<file path="src/sv/per_source_failure_rate_limiter_defines.svh">
// Assertion macros for the per-source failure rate limiter.
// Included by modules that carry concurrent checks; no other dependencies.
`ifndef PER_SOURCE_FAILURE_RATE_LIMITER_DEFINES_SVH
`define PER_SOURCE_FAILURE_RATE_LIMITER_DEFINES_SVH

`ifndef SYNTHESIS

`define PSFRL_ASSERT(lbl, clk, rst_n, prop, msg) \
  lbl: assert property (@(posedge clk) disable iff (!rst_n) prop) else $error(msg);

`define PSFRL_ASSERT_ALWAYS(lbl, clk, prop, msg) \
  lbl: assert property (@(posedge clk) prop) else $error(msg);

`else

`define PSFRL_ASSERT(lbl, clk, rst_n, prop, msg)

`define PSFRL_ASSERT_ALWAYS(lbl, clk, prop, msg)

`endif

`endif

</file>
<file path="src/sv/psfrl_pkg.sv">
// Shared constants and types for the per-source failure rate limiter.
// No dependencies; used by every module of the block except psfrl_ram.
package psfrl_pkg;

  localparam int TABLE_ENTRIES = 64;
  localparam int IDX_W = (TABLE_ENTRIES > 1) ? $clog2(TABLE_ENTRIES) : 1;
  localparam int CNT_W = $clog2(TABLE_ENTRIES + 1);
  localparam logic [CNT_W-1:0] SCAN_END = CNT_W'(TABLE_ENTRIES);

  localparam int OP_W = 2;
  localparam int ADDR_W = 32;
  localparam int TIME_W = 64;
  localparam int FCNT_W = 8;
  localparam int IN_DATA_W = 104;
  localparam int OUT_DATA_W = 8;

  localparam logic [OP_W-1:0] OP_CHECK = 2'd0;
  localparam logic [OP_W-1:0] OP_FAILURE = 2'd1;
  localparam logic [OP_W-1:0] OP_SUCCESS = 2'd2;

  localparam logic CFG_WINDOW_LENGTH = 1'b0;
  localparam logic CFG_FAILURE_LIMIT = 1'b1;

  localparam logic [TIME_W-1:0] WINDOW_RESET = 64'd60000000000;
  localparam logic [FCNT_W-1:0] LIMIT_RESET = 8'd5;
  localparam logic [FCNT_W-1:0] COUNT_MAX = 8'd255;
  localparam logic [FCNT_W-1:0] COUNT_ONE = 8'd1;

  typedef struct packed {
    logic [FCNT_W-1:0] count;
    logic [TIME_W-1:0] start;
    logic [ADDR_W-1:0] addr;
  } entry_t;

  typedef struct packed {
    logic expired;
    logic restart;
  } win_status_t;

endpackage

</file>
<file path="src/sv/psfrl_window.sv">
// Window expiry unit: one 64-bit subtract and compare per use, plus a zero check of the window start.
// Depends on psfrl_pkg.
module psfrl_window (
  input  logic [psfrl_pkg::TIME_W-1:0] time_now,
  input  logic [psfrl_pkg::TIME_W-1:0] window_start,
  input  logic [psfrl_pkg::TIME_W-1:0] window_length,
  output psfrl_pkg::win_status_t       status
);

  logic [psfrl_pkg::TIME_W-1:0] elapsed;

  assign elapsed = time_now - window_start;

  always_comb begin
    status.expired = (elapsed >= window_length);
    status.restart = status.expired || (window_start == '0);
  end

endmodule

</file>
<file path="config.mk">
export PLATFORM = sky130hd
export DESIGN_NAME = psfrl_window
export DESIGN_NICKNAME = d
export VERILOG_FILES = /design/src/sv/per_source_failure_rate_limiter_defines.svh /design/src/sv/psfrl_pkg.sv /design/src/sv/psfrl_window.sv
export SDC_FILE = /design/constraint.sdc
export NUM_CORES = 1
export LEC_CHECK = 0
export ABC_AREA = 1
export BUFFER_PORTS_ARGS = -buffer_cell sky130_fd_sc_hd__buf_2
export CORE_MARGIN = 5
export CORE_UTILIZATION = 42
export DETAILED_ROUTE_END_ITERATION = 8
export PLACE_DENSITY = 0.65
export SYNTH_ARGS = -nofsm -noshare
export SYNTH_HDL_FRONTEND = slang
export SYNTH_SLANG_ARGS = --single-unit
</file>
<file path="constraint.sdc">
create_clock -name vclk -period 4.5
set_input_delay 0.225 -clock vclk [all_inputs]
set_output_delay 0.225 -clock vclk [all_outputs]
set_load 0.005 [all_outputs]
</file>
==> run_results.csv <==
group,metric,value,unit
outcome,status,"completed",
min_path,min_path_type,"primary input to primary output",
logic_synthesis,synth_top_area_frac,0.2819,
setup_path,crit_chain,"buf_2, inv_1, ha_1, nand2_1, inv_1, nand2_1, nor2_1, inv_1, nor2_1, nor2_1, nand4_1, nand2_1, ha_1, nand4_1, nor3_1, nand2_1, a21oi_1, nor2_1, nand3_1, buf_2",
sta,rsz0062_at_grt,"no",
clock_network,cts_resized,0,
detailed_routing,wl_per_cell,14.35,um
detailed_routing,drc,0,
detailed_routing,avgViaCountPerCell,4.761,
setup_path,start_kind,"primary input",
global_routing,grt_pass1_wl,44540,um
detailed_routing,ant_nets,0,
logic_synthesis,syn_inst,1563,
pwr,p_int,440.1,uW
global_routing,gr-total-overflow,0,
sta,maxSlewHeadroom,0.4018,
setup_path,crit_path_start,"window_start[47]",
setup_path,cp_slowest_cell,"nor3_1",
pwr,power.total,1190,uW
logic_synthesis,syn_area_per_cell,4.932,um2
finish,diodes,0,
detailed_routing,drt_first_iter_violations,577,
job,maxCapViolCount,0,
logic_synthesis,synth_seq_area_share,0,
global_routing,grt.total_usage,0.2544,
finish,clock_buffers,0,
finish,fin_util,0.4974,
detailed_routing,drtPass1Iterations,5,
pwr,p_leak,0.006254,uW
global_routing,grt_pass1_vias,9035,
setup_path,crit_end,"status[0]",
pwr,clockPowerShare,0,
sta,tightest_slew,0.8891,ns
sta,drv_slew,0,
placed_design,place_congestion,0.9801,
finish,seq_cells,0,
sta,hold_viol,0,
finish,layout-drive-gt1-share,0.1394,
setup_path,required,4.28,ns
logic_synthesis,netlist_top_cells_area,"nand2_1, ha_1, inv_1, nor2_1, a21oi_1",
setup_path,crit_type,"primary input to primary output",
floorplanning,initial_core_util,0.4277,
placed_design,dp_hpwl,26410,um
pwr,powerDensity,132.7,nW/um2
pwr,p_switching,749.5,uW
finish,fillers,2091,
global_routing,grt_max_degree,7,
setup_path,path_buf_inv,5,
logic_synthesis,ys_warn_count,0,
floorplanning,die_w,145.5,um
floorplanning,ios,194,
finish,syn2layout_area_growth,16.31,%
sta,period_minus_slack,3.850,ns
logic_synthesis,synth_nets,1883,
setup_path,cp_max_fo,5,
sta,setup_violations,0,
floorplanning,core,18020,um2
detailed_routing,wl,28500,um
setup_path,endpoint_kind,"primary output",
setup_path,cp.arrival,3.62,ns
pwr,ir_drop,0.06761,mV
pwr,combPwrFrac,1.000,
clock_network,hold_buffers,0,
finish,ff_latch_area,0,um2
setup_path,slowest_delay,0.45,ns
placed_design,port-buffer-count,194,
pwr,swShare,0.6300,
min_path,min-delay-start,"window_start[40]",
finish,nets,2079,
logic_synthesis,syn_area,7709,um2
logic_synthesis,yosysTopAreaCell,"nand2_1",
floorplanning,die_h,145.5,um
pwr,seqPwrFrac,0,
clock_network,cts_setup_buffers,0,
setup_path,path_depth,20,
sta,tns,0,ns
sta,max_freq,259.7,MHz
logic_synthesis,ys_types,30,
floorplanning,rows,49,
detailed_routing,num_vias,9455,
setup_path,critical-path-top-delay-family,"simple AND/OR/NAND/NOR gates",
finish,multiInputGateArea,6091,um2
sta,period_share,0.8555,
global_routing,antenna_found_initial,0,
floorplanning,die_area,21160,um2
worst min path at each step:
stage	end	slack [ns]	cells past startpoint
2_1_floorplan	status[0]	0.69	5
3_3_place_gp	status[0]	0.97	7
3_5_place_dp	status[0]	0.97	7
4_1_cts	status[0]	0.97	7
5_1_grt	status[0]	1.04	7
6_report	status[0]	0.96	7
cells in the mapped netlist, drive strengths merged:
library cell,number
nand2,596
inv,431
nor2,145
ha,127
a21oi,82
nand3,55
xor2,38
nand4,25
o21ai,23
nor3,12
nor4,10
o21bai,7
o21a,4
xnor2,2
a21o,1
and2,1
fa,1
nand3b,1
nor3b,1
o211ai,1
per-stage QoR:
| stage | setup slack [ns] | cells | hold slack, ns | area (um2) |
|---|---|---|---|---|
| 2_1_floorplan | 1.690 | 1563 | 0.6934 | 7709 |
| 3_3_place_gp | 0.7803 | 1986 | 0.9665 | 8966 |
| 3_5_place_dp | 0.8480 | 1986 | 0.9676 | 8966 |
| 4_1_cts | 0.8409 | 1986 | 0.9696 | 8966 |
| 5_1_grt | 0.5606 | 1986 | 1.038 | 8966 |
| 6_report | 0.6501 | 1986 | 0.9611 | 8966 |
area by class of cell:
| type | instances | share of cell area |
|---|---|---|
| multi-input combinational | 1132 | 0.6793 |
| inverter | 431 | 0.1804 |
| timing repair buffer | 194 | 0.1083 |
| tap | 229 | 0.03196 |
power groups by stage:
stage / clock, uW / sequential (uW) / combinational (uW)
6_report: 0 / 0 / 1190
5_1_grt: 0 / 0 / 1360
4_1_cts: 0 / 0 / 1190
3_5_place_dp: 0 / 0 / 1180
2_1_floorplan: 0 / 0 / 808
3_3_place_gp: 0 / 0 / 1170
logic make-up after synthesis:
| kind of cell | Yosys count | synth area share |
|---|---|---|
| compound gates | 118 | 0.08229 |
| xor+xnor | 40 | 0.04545 |
| fa+ha+maj | 128 | 0.2087 |
| buf+inv | 431 | 0.2099 |
| simple gates | 846 | 0.4537 |
per-layer routing:
| metal | track usage | wire [um] | share of wire | up-vias |
|---|---|---|---|---|
| met4 | 0.07603 | 977 | 0.034 | 0 |
| met2 | 0.4583 | 13570 | 0.48 | 277 |
| met1 | 0.3222 | 12560 | 0.44 | 4063 |
| met5 | 0 | 0 | 0 | - |
| met3 | 0.02024 | 1391 | 0.049 | 52 |
| li1 | - | - | - | 5063 |
cells in the final DEF (no fill, tap or decap):
cell type / count
and2_1: 1
ha_1: 127
o21ai_1: 1
nand3_2: 7
fa_1: 1
o21ai_0: 22
xor2_1: 38
a21oi_1: 80
buf_2: 194
nor2_1: 134
o21bai_2: 1
inv_2: 11
a21o_1: 1
o211ai_1: 1
nor3_2: 2
nor2_4: 2
nor3b_1: 1
nand3_1: 48
o21a_1: 4
nand2_4: 3
nand2_1: 579
nand4_1: 25
nand3b_1: 1
nor3_1: 10
inv_1: 420
nand2_2: 14
nor4_1: 10
a21oi_2: 2
nor2_2: 9
xnor2_1: 2
o21bai_1: 6
No activity file was read; power rests on OpenSTA's default activity.
