<file path="config.mk">
export PLATFORM = sky130hd
export DESIGN_NAME = psfrl_ram
export DESIGN_NICKNAME = d
export VERILOG_FILES = /design/src/sv/per_source_failure_rate_limiter_defines.svh /design/src/sv/psfrl_ram.sv
export SDC_FILE = /design/constraint.sdc
export NUM_CORES = 1
export LEC_CHECK = 0
export ABC_AREA = 1
export BUFFER_PORTS_ARGS = -buffer_cell sky130_fd_sc_hd__buf_4
export CORE_MARGIN = 2
export CORE_UTILIZATION = 47
export CTS_CLUSTER_SIZE = 8
export DETAILED_ROUTE_END_ITERATION = 8
export PLACE_DENSITY = 0.72
export SYNTH_ARGS = -nofsm -noshare
export SYNTH_HDL_FRONTEND = slang
export SYNTH_SLANG_ARGS = --single-unit
</file>
<file path="constraint.sdc">
create_clock -name clk -period 1.1 [get_ports clk]
set_input_delay 0.055 -clock clk [delete_from_list [all_inputs] [get_ports clk]]
set_output_delay 0.055 -clock clk [all_outputs]
set_load 0.005 [all_outputs]
</file>
<file path="src/sv/per_source_failure_rate_limiter_defines.svh">
// Assertion macros for the per-source failure rate limiter.
// Included by modules that carry concurrent checks; no other dependencies.
`ifndef PER_SOURCE_FAILURE_RATE_LIMITER_DEFINES_SVH
`define PER_SOURCE_FAILURE_RATE_LIMITER_DEFINES_SVH

`ifndef SYNTHESIS

`define PSFRL_ASSERT(lbl, clk, rst_n, prop, msg) \
  lbl: assert property (@(posedge clk) disable iff (!rst_n) prop) else $error(msg);

`define PSFRL_ASSERT_ALWAYS(lbl, clk, prop, msg) \
  lbl: assert property (@(posedge clk) prop) else $error(msg);

`else

`define PSFRL_ASSERT(lbl, clk, rst_n, prop, msg)

`define PSFRL_ASSERT_ALWAYS(lbl, clk, prop, msg)

`endif

`endif

</file>
<file path="src/sv/psfrl_ram.sv">
// Generic single-write, single-read RAM with registered read data.
// No dependencies.
module psfrl_ram #(
  parameter int WIDTH = 8,
  parameter int DEPTH = 2
) (
  input  logic                                       clk,
  input  logic                                       wr_en,
  input  logic [((DEPTH > 1) ? $clog2(DEPTH) : 1)-1:0] wr_addr,
  input  logic [WIDTH-1:0]                           wr_data,
  input  logic [((DEPTH > 1) ? $clog2(DEPTH) : 1)-1:0] rd_addr,
  output logic [WIDTH-1:0]                           rd_data
);

  logic [WIDTH-1:0] mem_r [DEPTH];
  logic [WIDTH-1:0] rdata_r;

  always_ff @(posedge clk) begin
    if (wr_en) begin
      mem_r[wr_addr] <= wr_data;
    end
    rdata_r <= mem_r[rd_addr];
  end

  assign rd_data = rdata_r;

endmodule

</file>
==> results of run 1 <==
-- synthesized netlist by cell type, drive strengths merged --
| cell type | number |
|---|---|
| nand2 | 25 |
| edfxtp | 16 |
| inv | 3 |
| nor2 | 1 |
| buf | 1 |
| dfxtp | 8 |
-- cells in the final DEF (no fill, tap or decap) --
| master | n |
|---|---|
| nor2_1 | 1 |
| inv_2 | 1 |
| nand2_1 | 25 |
| edfxtp_1 | 16 |
| inv_1 | 2 |
| clkbuf_4 | 3 |
| dlygate4sd3_1 | 8 |
| clkbuf_8 | 1 |
| buf_4 | 20 |
| dfxtp_1 | 8 |
-- worst paths after layout --
kind                              endpoint        start  depth (start not counted)  slack, ns
worst max-delay path            rd_data[1]   rd_data[1]                          1       0.30
worst max register to register  rd_data[5]  mem_r[0][5]                          2       0.50
worst min register to register  rd_data[4]  mem_r[0][4]                          2       0.45
worst min-delay path            rd_data[1]      rd_addr                          3       0.02
-- state kept, by name (all words and copies together), names as in the netlist --
signal / cells
rd_data: 8
mem_r: 16
-- routing by layer --
metal	vias up	track usage, %	routed length [um]
li1	236	-	-
met1	184	13.65	458
met2	16	16.76	440
met3	4	2.449	59
met4	0	9.091	31
met5	-	0	0
-- metrics by stage --
stage	hold WS, ns	utilization [%]
CTS	0.01182	68.77
floorplan	0.1539	-
detailed placement	0.2426	61.05
finish	0.01658	68.77
global placement	0.2421	61.05
global route	0.02226	68.77
-- logic make-up after synthesis --
family	count (synthesis)	share of synthesized area, %
buffers and inverters	4	2.960
and+or+nand+nor	26	12.83
DFF	24	84.21
-- power by group --
group	internal (mW)	leakage [nW]	switching (mW)
logic	0.0881	0.222	0.0574
clock network	0.202	0.0210	0.246
registers	1.03	0.218	0.0153
-- final cells by class --
class	instances	area [um2]	area share [%]
Timing Repair Buffer	28	230.2	22.22
Multi-Input combinational cell	26	97.59	9.420
Sequential cell	24	640.6	61.84
Tap cell	16	20.02	1.932
Inverter	3	11.26	1.087
Clock buffer	4	36.28	3.502
==> results.json, run 1 <==
{
  "status": "completed",
  "drt_iter0_markers": 10,
  "cts_resized": 0,
  "placed_cell_area_um2": 919.6,
  "crit_fanout": 1,
  "grt_pass1_wl_um": 1490,
  "cts_tree": "built",
  "antenna_cells": 0,
  "syn_inst": 54,
  "boundaryPins": 20,
  "pre_cts_ws_ns": 0.3298,
  "postCtsSetupBuffers": 0,
  "grt_overflow_total": 0,
  "nets": 98,
  "synth_cell_types": 7,
  "synth_top_area_share_pct": 63.16,
  "num_vias": 440,
  "final_cell_count_no_fill": 101,
  "die-area_mm2": 0.001956,
  "die_height_um": 44.23,
  "num-fill-cells": 103,
  "power.total_mw": 1.641,
  "drive_gt1_share_pct": 29.41,
  "cp_slowest_stage_delay_ns": 0.32,
  "crit_buf_inv": 1,
  "path_cells": "buf_4",
  "synth_seq_cells": 24,
  "crit_slowest_cell": "dfxtp_1",
  "htreeDepth": 1,
  "yosysSeqAreaShare_pct": 84.21,
  "setup.worst_path.end_class": "primary output",
  "synth_top_area_cell": "edfxtp_1",
  "dr.pass1.iters": 3,
  "port_buffers": 19,
  "final_antenna_net_count": 0,
  "antenna_found_initial": 0,
  "drv_slew": 0,
  "finalSetupViolCount": 0,
  "cpLargestDelayFamily": "flip-flops",
  "final_hold_viol_count": 0,
  "maxCapViolCount": 0,
  "die_x_um": 44.23,
  "critical_path_class": "flip-flop to primary output",
  "min_path_type": "primary input to flip-flop",
  "core-area_mm2": 0.001506,
  "ctsHoldBuffers": 8,
  "hpwl_um": 652,
  "power_density_mw_per_mm2": 1584,
  "yosys_warnings": 0,
  "synth_area_leaders": "edfxtp_1 (63%), dfxtp_1 (21%), nand2_1 (12%)",
  "remaining_drc_errors": 0,
  "finalWirelength_um": 989,
  "dp.cells": 89,
  "routed_via_density": 4.356,
  "insertion_delay_ns": 0.31,
  "clock_path_buffers": 2,
  "period_minus_slack_ns": 0.8017,
  "p_leak_nw": 0.4610,
  "skew_ns": 0.0007914,
  "rows": 14,
  "gr-usage-all-layers_pct": 11.10,
  "fin_area_mm2": 0.001036,
  "clkTransAtPathRegs_ns": 0.12,
  "start_util_pct": 50.50,
  "rsz0062_at_grt": "false",
  "area_growth_pct": 36.18,
  "numCtsBuffers": 3,
  "cts.sinks": 24,
  "cts_root_buffer": "clkbuf_4",
  "slew-limit-headroom_pct": 79.34,
  "syn_area_per_cell_um2": 14.09,
  "synthesis.area_um2": 760.7,
  "fin_ws_ns": 0.2983,
  "irDropWorstVdd_mv": 0.8606,
  "arrival_ns": 0.75,
  "grt_max_degree": 14,
  "setup-tns-final_ns": 0,
  "min_period_over_period_pct": 72.88,
  "worst_slew_pin_slew_ns": 0.3096,
  "gp_congestion": 0.6800,
  "grt_pass1_vias": 370,
  "crit_required_ns": 1.04,
  "wire_per_inst_um": 9.792,
  "fmax_mhz": 1247,
  "worst_setup_path_start_kind": "flip-flop",
  "syn_nets": 66
}
No activity file was read; power rests on OpenSTA's default activity.
==> run 2, diff against run 1 <==
==> constraint.sdc (replaced) <==
create_clock -name clk -period 0.8 [get_ports clk]
set_input_delay 0.04 -clock clk [delete_from_list [all_inputs] [get_ports clk]]
set_output_delay 0.04 -clock clk [all_outputs]
set_load 0.005 [all_outputs]
==> run 2 against run 1 <==
Against the previous run: worst setup slack got worse by 0.28 ns; critical path type unchanged; final area rose by 2.3%; highest routed layer unchanged; largest power group unchanged; register-to-register slack got worse by 0.31 ns; count of clock-buffer cells in the layout did not move.
==> results.json, run 2 (same netlist as run 1, synthesis figures left out) <==
{
  "power_density_mw_per_mm2": 2141,
  "fin_ws_ns": 0.01633,
  "drv_slew": 0,
  "drive_gt1_share_pct": 31.40,
  "htreeDepth": 1,
  "final_hold_viol_count": 0,
  "skew_ns": 0.0006479,
  "rows": 14,
  "p_leak_nw": 0.4689,
  "maxCapViolCount": 0,
  "final_cell_count_no_fill": 102,
  "cts.sinks": 24,
  "die_height_um": 44.23,
  "boundaryPins": 20,
  "grt_pass1_vias": 370,
  "fin_area_mm2": 0.001060,
  "crit_slowest_cell": "dfxtp_1",
  "path_cells": "buf_4",
  "dr.pass1.iters": 3,
  "crit_required_ns": 0.76,
  "cp_slowest_stage_delay_ns": 0.32,
  "cpLargestDelayFamily": "flip-flops",
  "routed_via_density": 4.343,
  "num-fill-cells": 96,
  "period_minus_slack_ns": 0.7837,
  "gp_congestion": 0.6800,
  "top_register": "mem_r",
  "insertion_delay_ns": 0.30,
  "wire_per_inst_um": 9.735,
  "arrival_ns": 0.74,
  "antenna_cells": 0,
  "irDropWorstVdd_mv": 1.180,
  "crit_buf_inv": 1,
  "start_util_pct": 50.50,
  "slew-limit-headroom_pct": 79.34,
  "crit_fanout": 1,
  "fmax_mhz": 1276,
  "grt_max_degree": 14,
  "cts_tree": "built",
  "cts_root_buffer": "clkbuf_4",
  "min_period_over_period_pct": 97.96,
  "clock_path_buffers": 2,
  "largest_reg_flops": 16,
  "worst_setup_path_start_kind": "flip-flop",
  "drt_iter0_markers": 10,
  "power.total_mw": 2.269,
  "hold_start": "wr_addr",
  "num_vias": 443,
  "final_antenna_net_count": 0,
  "crit_start": "rd_data[4]",
  "clkTransAtPathRegs_ns": 0.12,
  "grt_overflow_total": 0,
  "die_x_um": 44.23,
  "postCtsSetupBuffers": 0,
  "hold_slack_ns": 0.1761,
  "finalSetupViolCount": 0,
  "rsz0062_at_grt": "true",
  "critical_path_class": "flip-flop to primary output",
  "port_buffers": 19,
  "dp.cells": 89,
  "postLayoutCoreUtil_pct": 70.35,
  "status": "completed",
  "area_growth_pct": 39.31,
  "worst_slew_pin_slew_ns": 0.3096,
  "die-area_mm2": 0.001956,
  "setup-tns-final_ns": 0,
  "r2r-start": "mem_r[0][5]",
  "finalWirelength_um": 993,
  "grt_pass1_wl_um": 1490,
  "setup.worst_path.end_class": "primary output",
  "core-area_mm2": 0.001506,
  "min_path_type": "primary input to flip-flop",
  "remaining_drc_errors": 0,
  "final_common_cell": "nand2_1",
  "nets": 99,
  "pre_cts_ws_ns": 0.04481,
  "mostFrequentLayoutCells": "nand2_1 (25), buf_4 (17), edfxtp_1 (16)",
  "hpwl_um": 652,
  "numCtsBuffers": 3,
  "placed_cell_area_um2": 919.6,
  "gr-usage-all-layers_pct": 11.10,
  "antenna_found_initial": 0
}
## run 2: cell types whose count changed in the layout (fill, tap and decap cells not counted), sizes merged
| cell | delta |
|---|---|
| dlygate4sd3 | +1 |
## run 2: final cells by class
type                       count  area [um2]  area share [%]
tap                           16       20.02           1.889
multi-input combinational     26       97.59           9.209
timing repair buffer          29       251.5           23.73
inverter                       3       11.26           1.063
sequential                    24       643.1           60.68
clock buffer                   4       36.28           3.424
## run 2: what timing repair did
item | 4_1_cts | 5_1_grt
gates resized for setup | 0 | 5
endpoints found under the setup margin | 0 | 8
hold buffers | 9 | 0
hold endpoints to repair | 18 | 0
## run 2: metal layers
layer  global-route usage, %  routed length [um]  vias to the layer above
met5                       0                   0                        -
met4                   9.091                  31                        0
met3                   2.449                  56                        4
met2                   16.76                 444                       16
met1                   13.65                 460                      185
li1                        -                   -                      238
## run 2: final timing paths
kind                               endpoint  depth (start not counted)  slack [ns]
worst max-delay path             rd_data[4]                          1        0.02
worst min-delay path            mem_r[0][5]                          3        0.18
worst max register to register   rd_data[5]                          2        0.19
worst min register to register   rd_data[4]                          2        0.45
## run 2: power by group
group,total (mW),leakage (nW),switching [mW],internal (mW)
clock,0.614,0.0210,0.336,0.278
sequential,1.44,0.218,0.0235,1.42
combinational,0.212,0.230,0.0794,0.132
## run 2: worst reg2reg max path, delay by kind of cell (launching register included)
kind | cells | cell delay (ns)
flip-flops | 1 | 0.39
AND/OR/NAND/NOR | 2 | 0.13
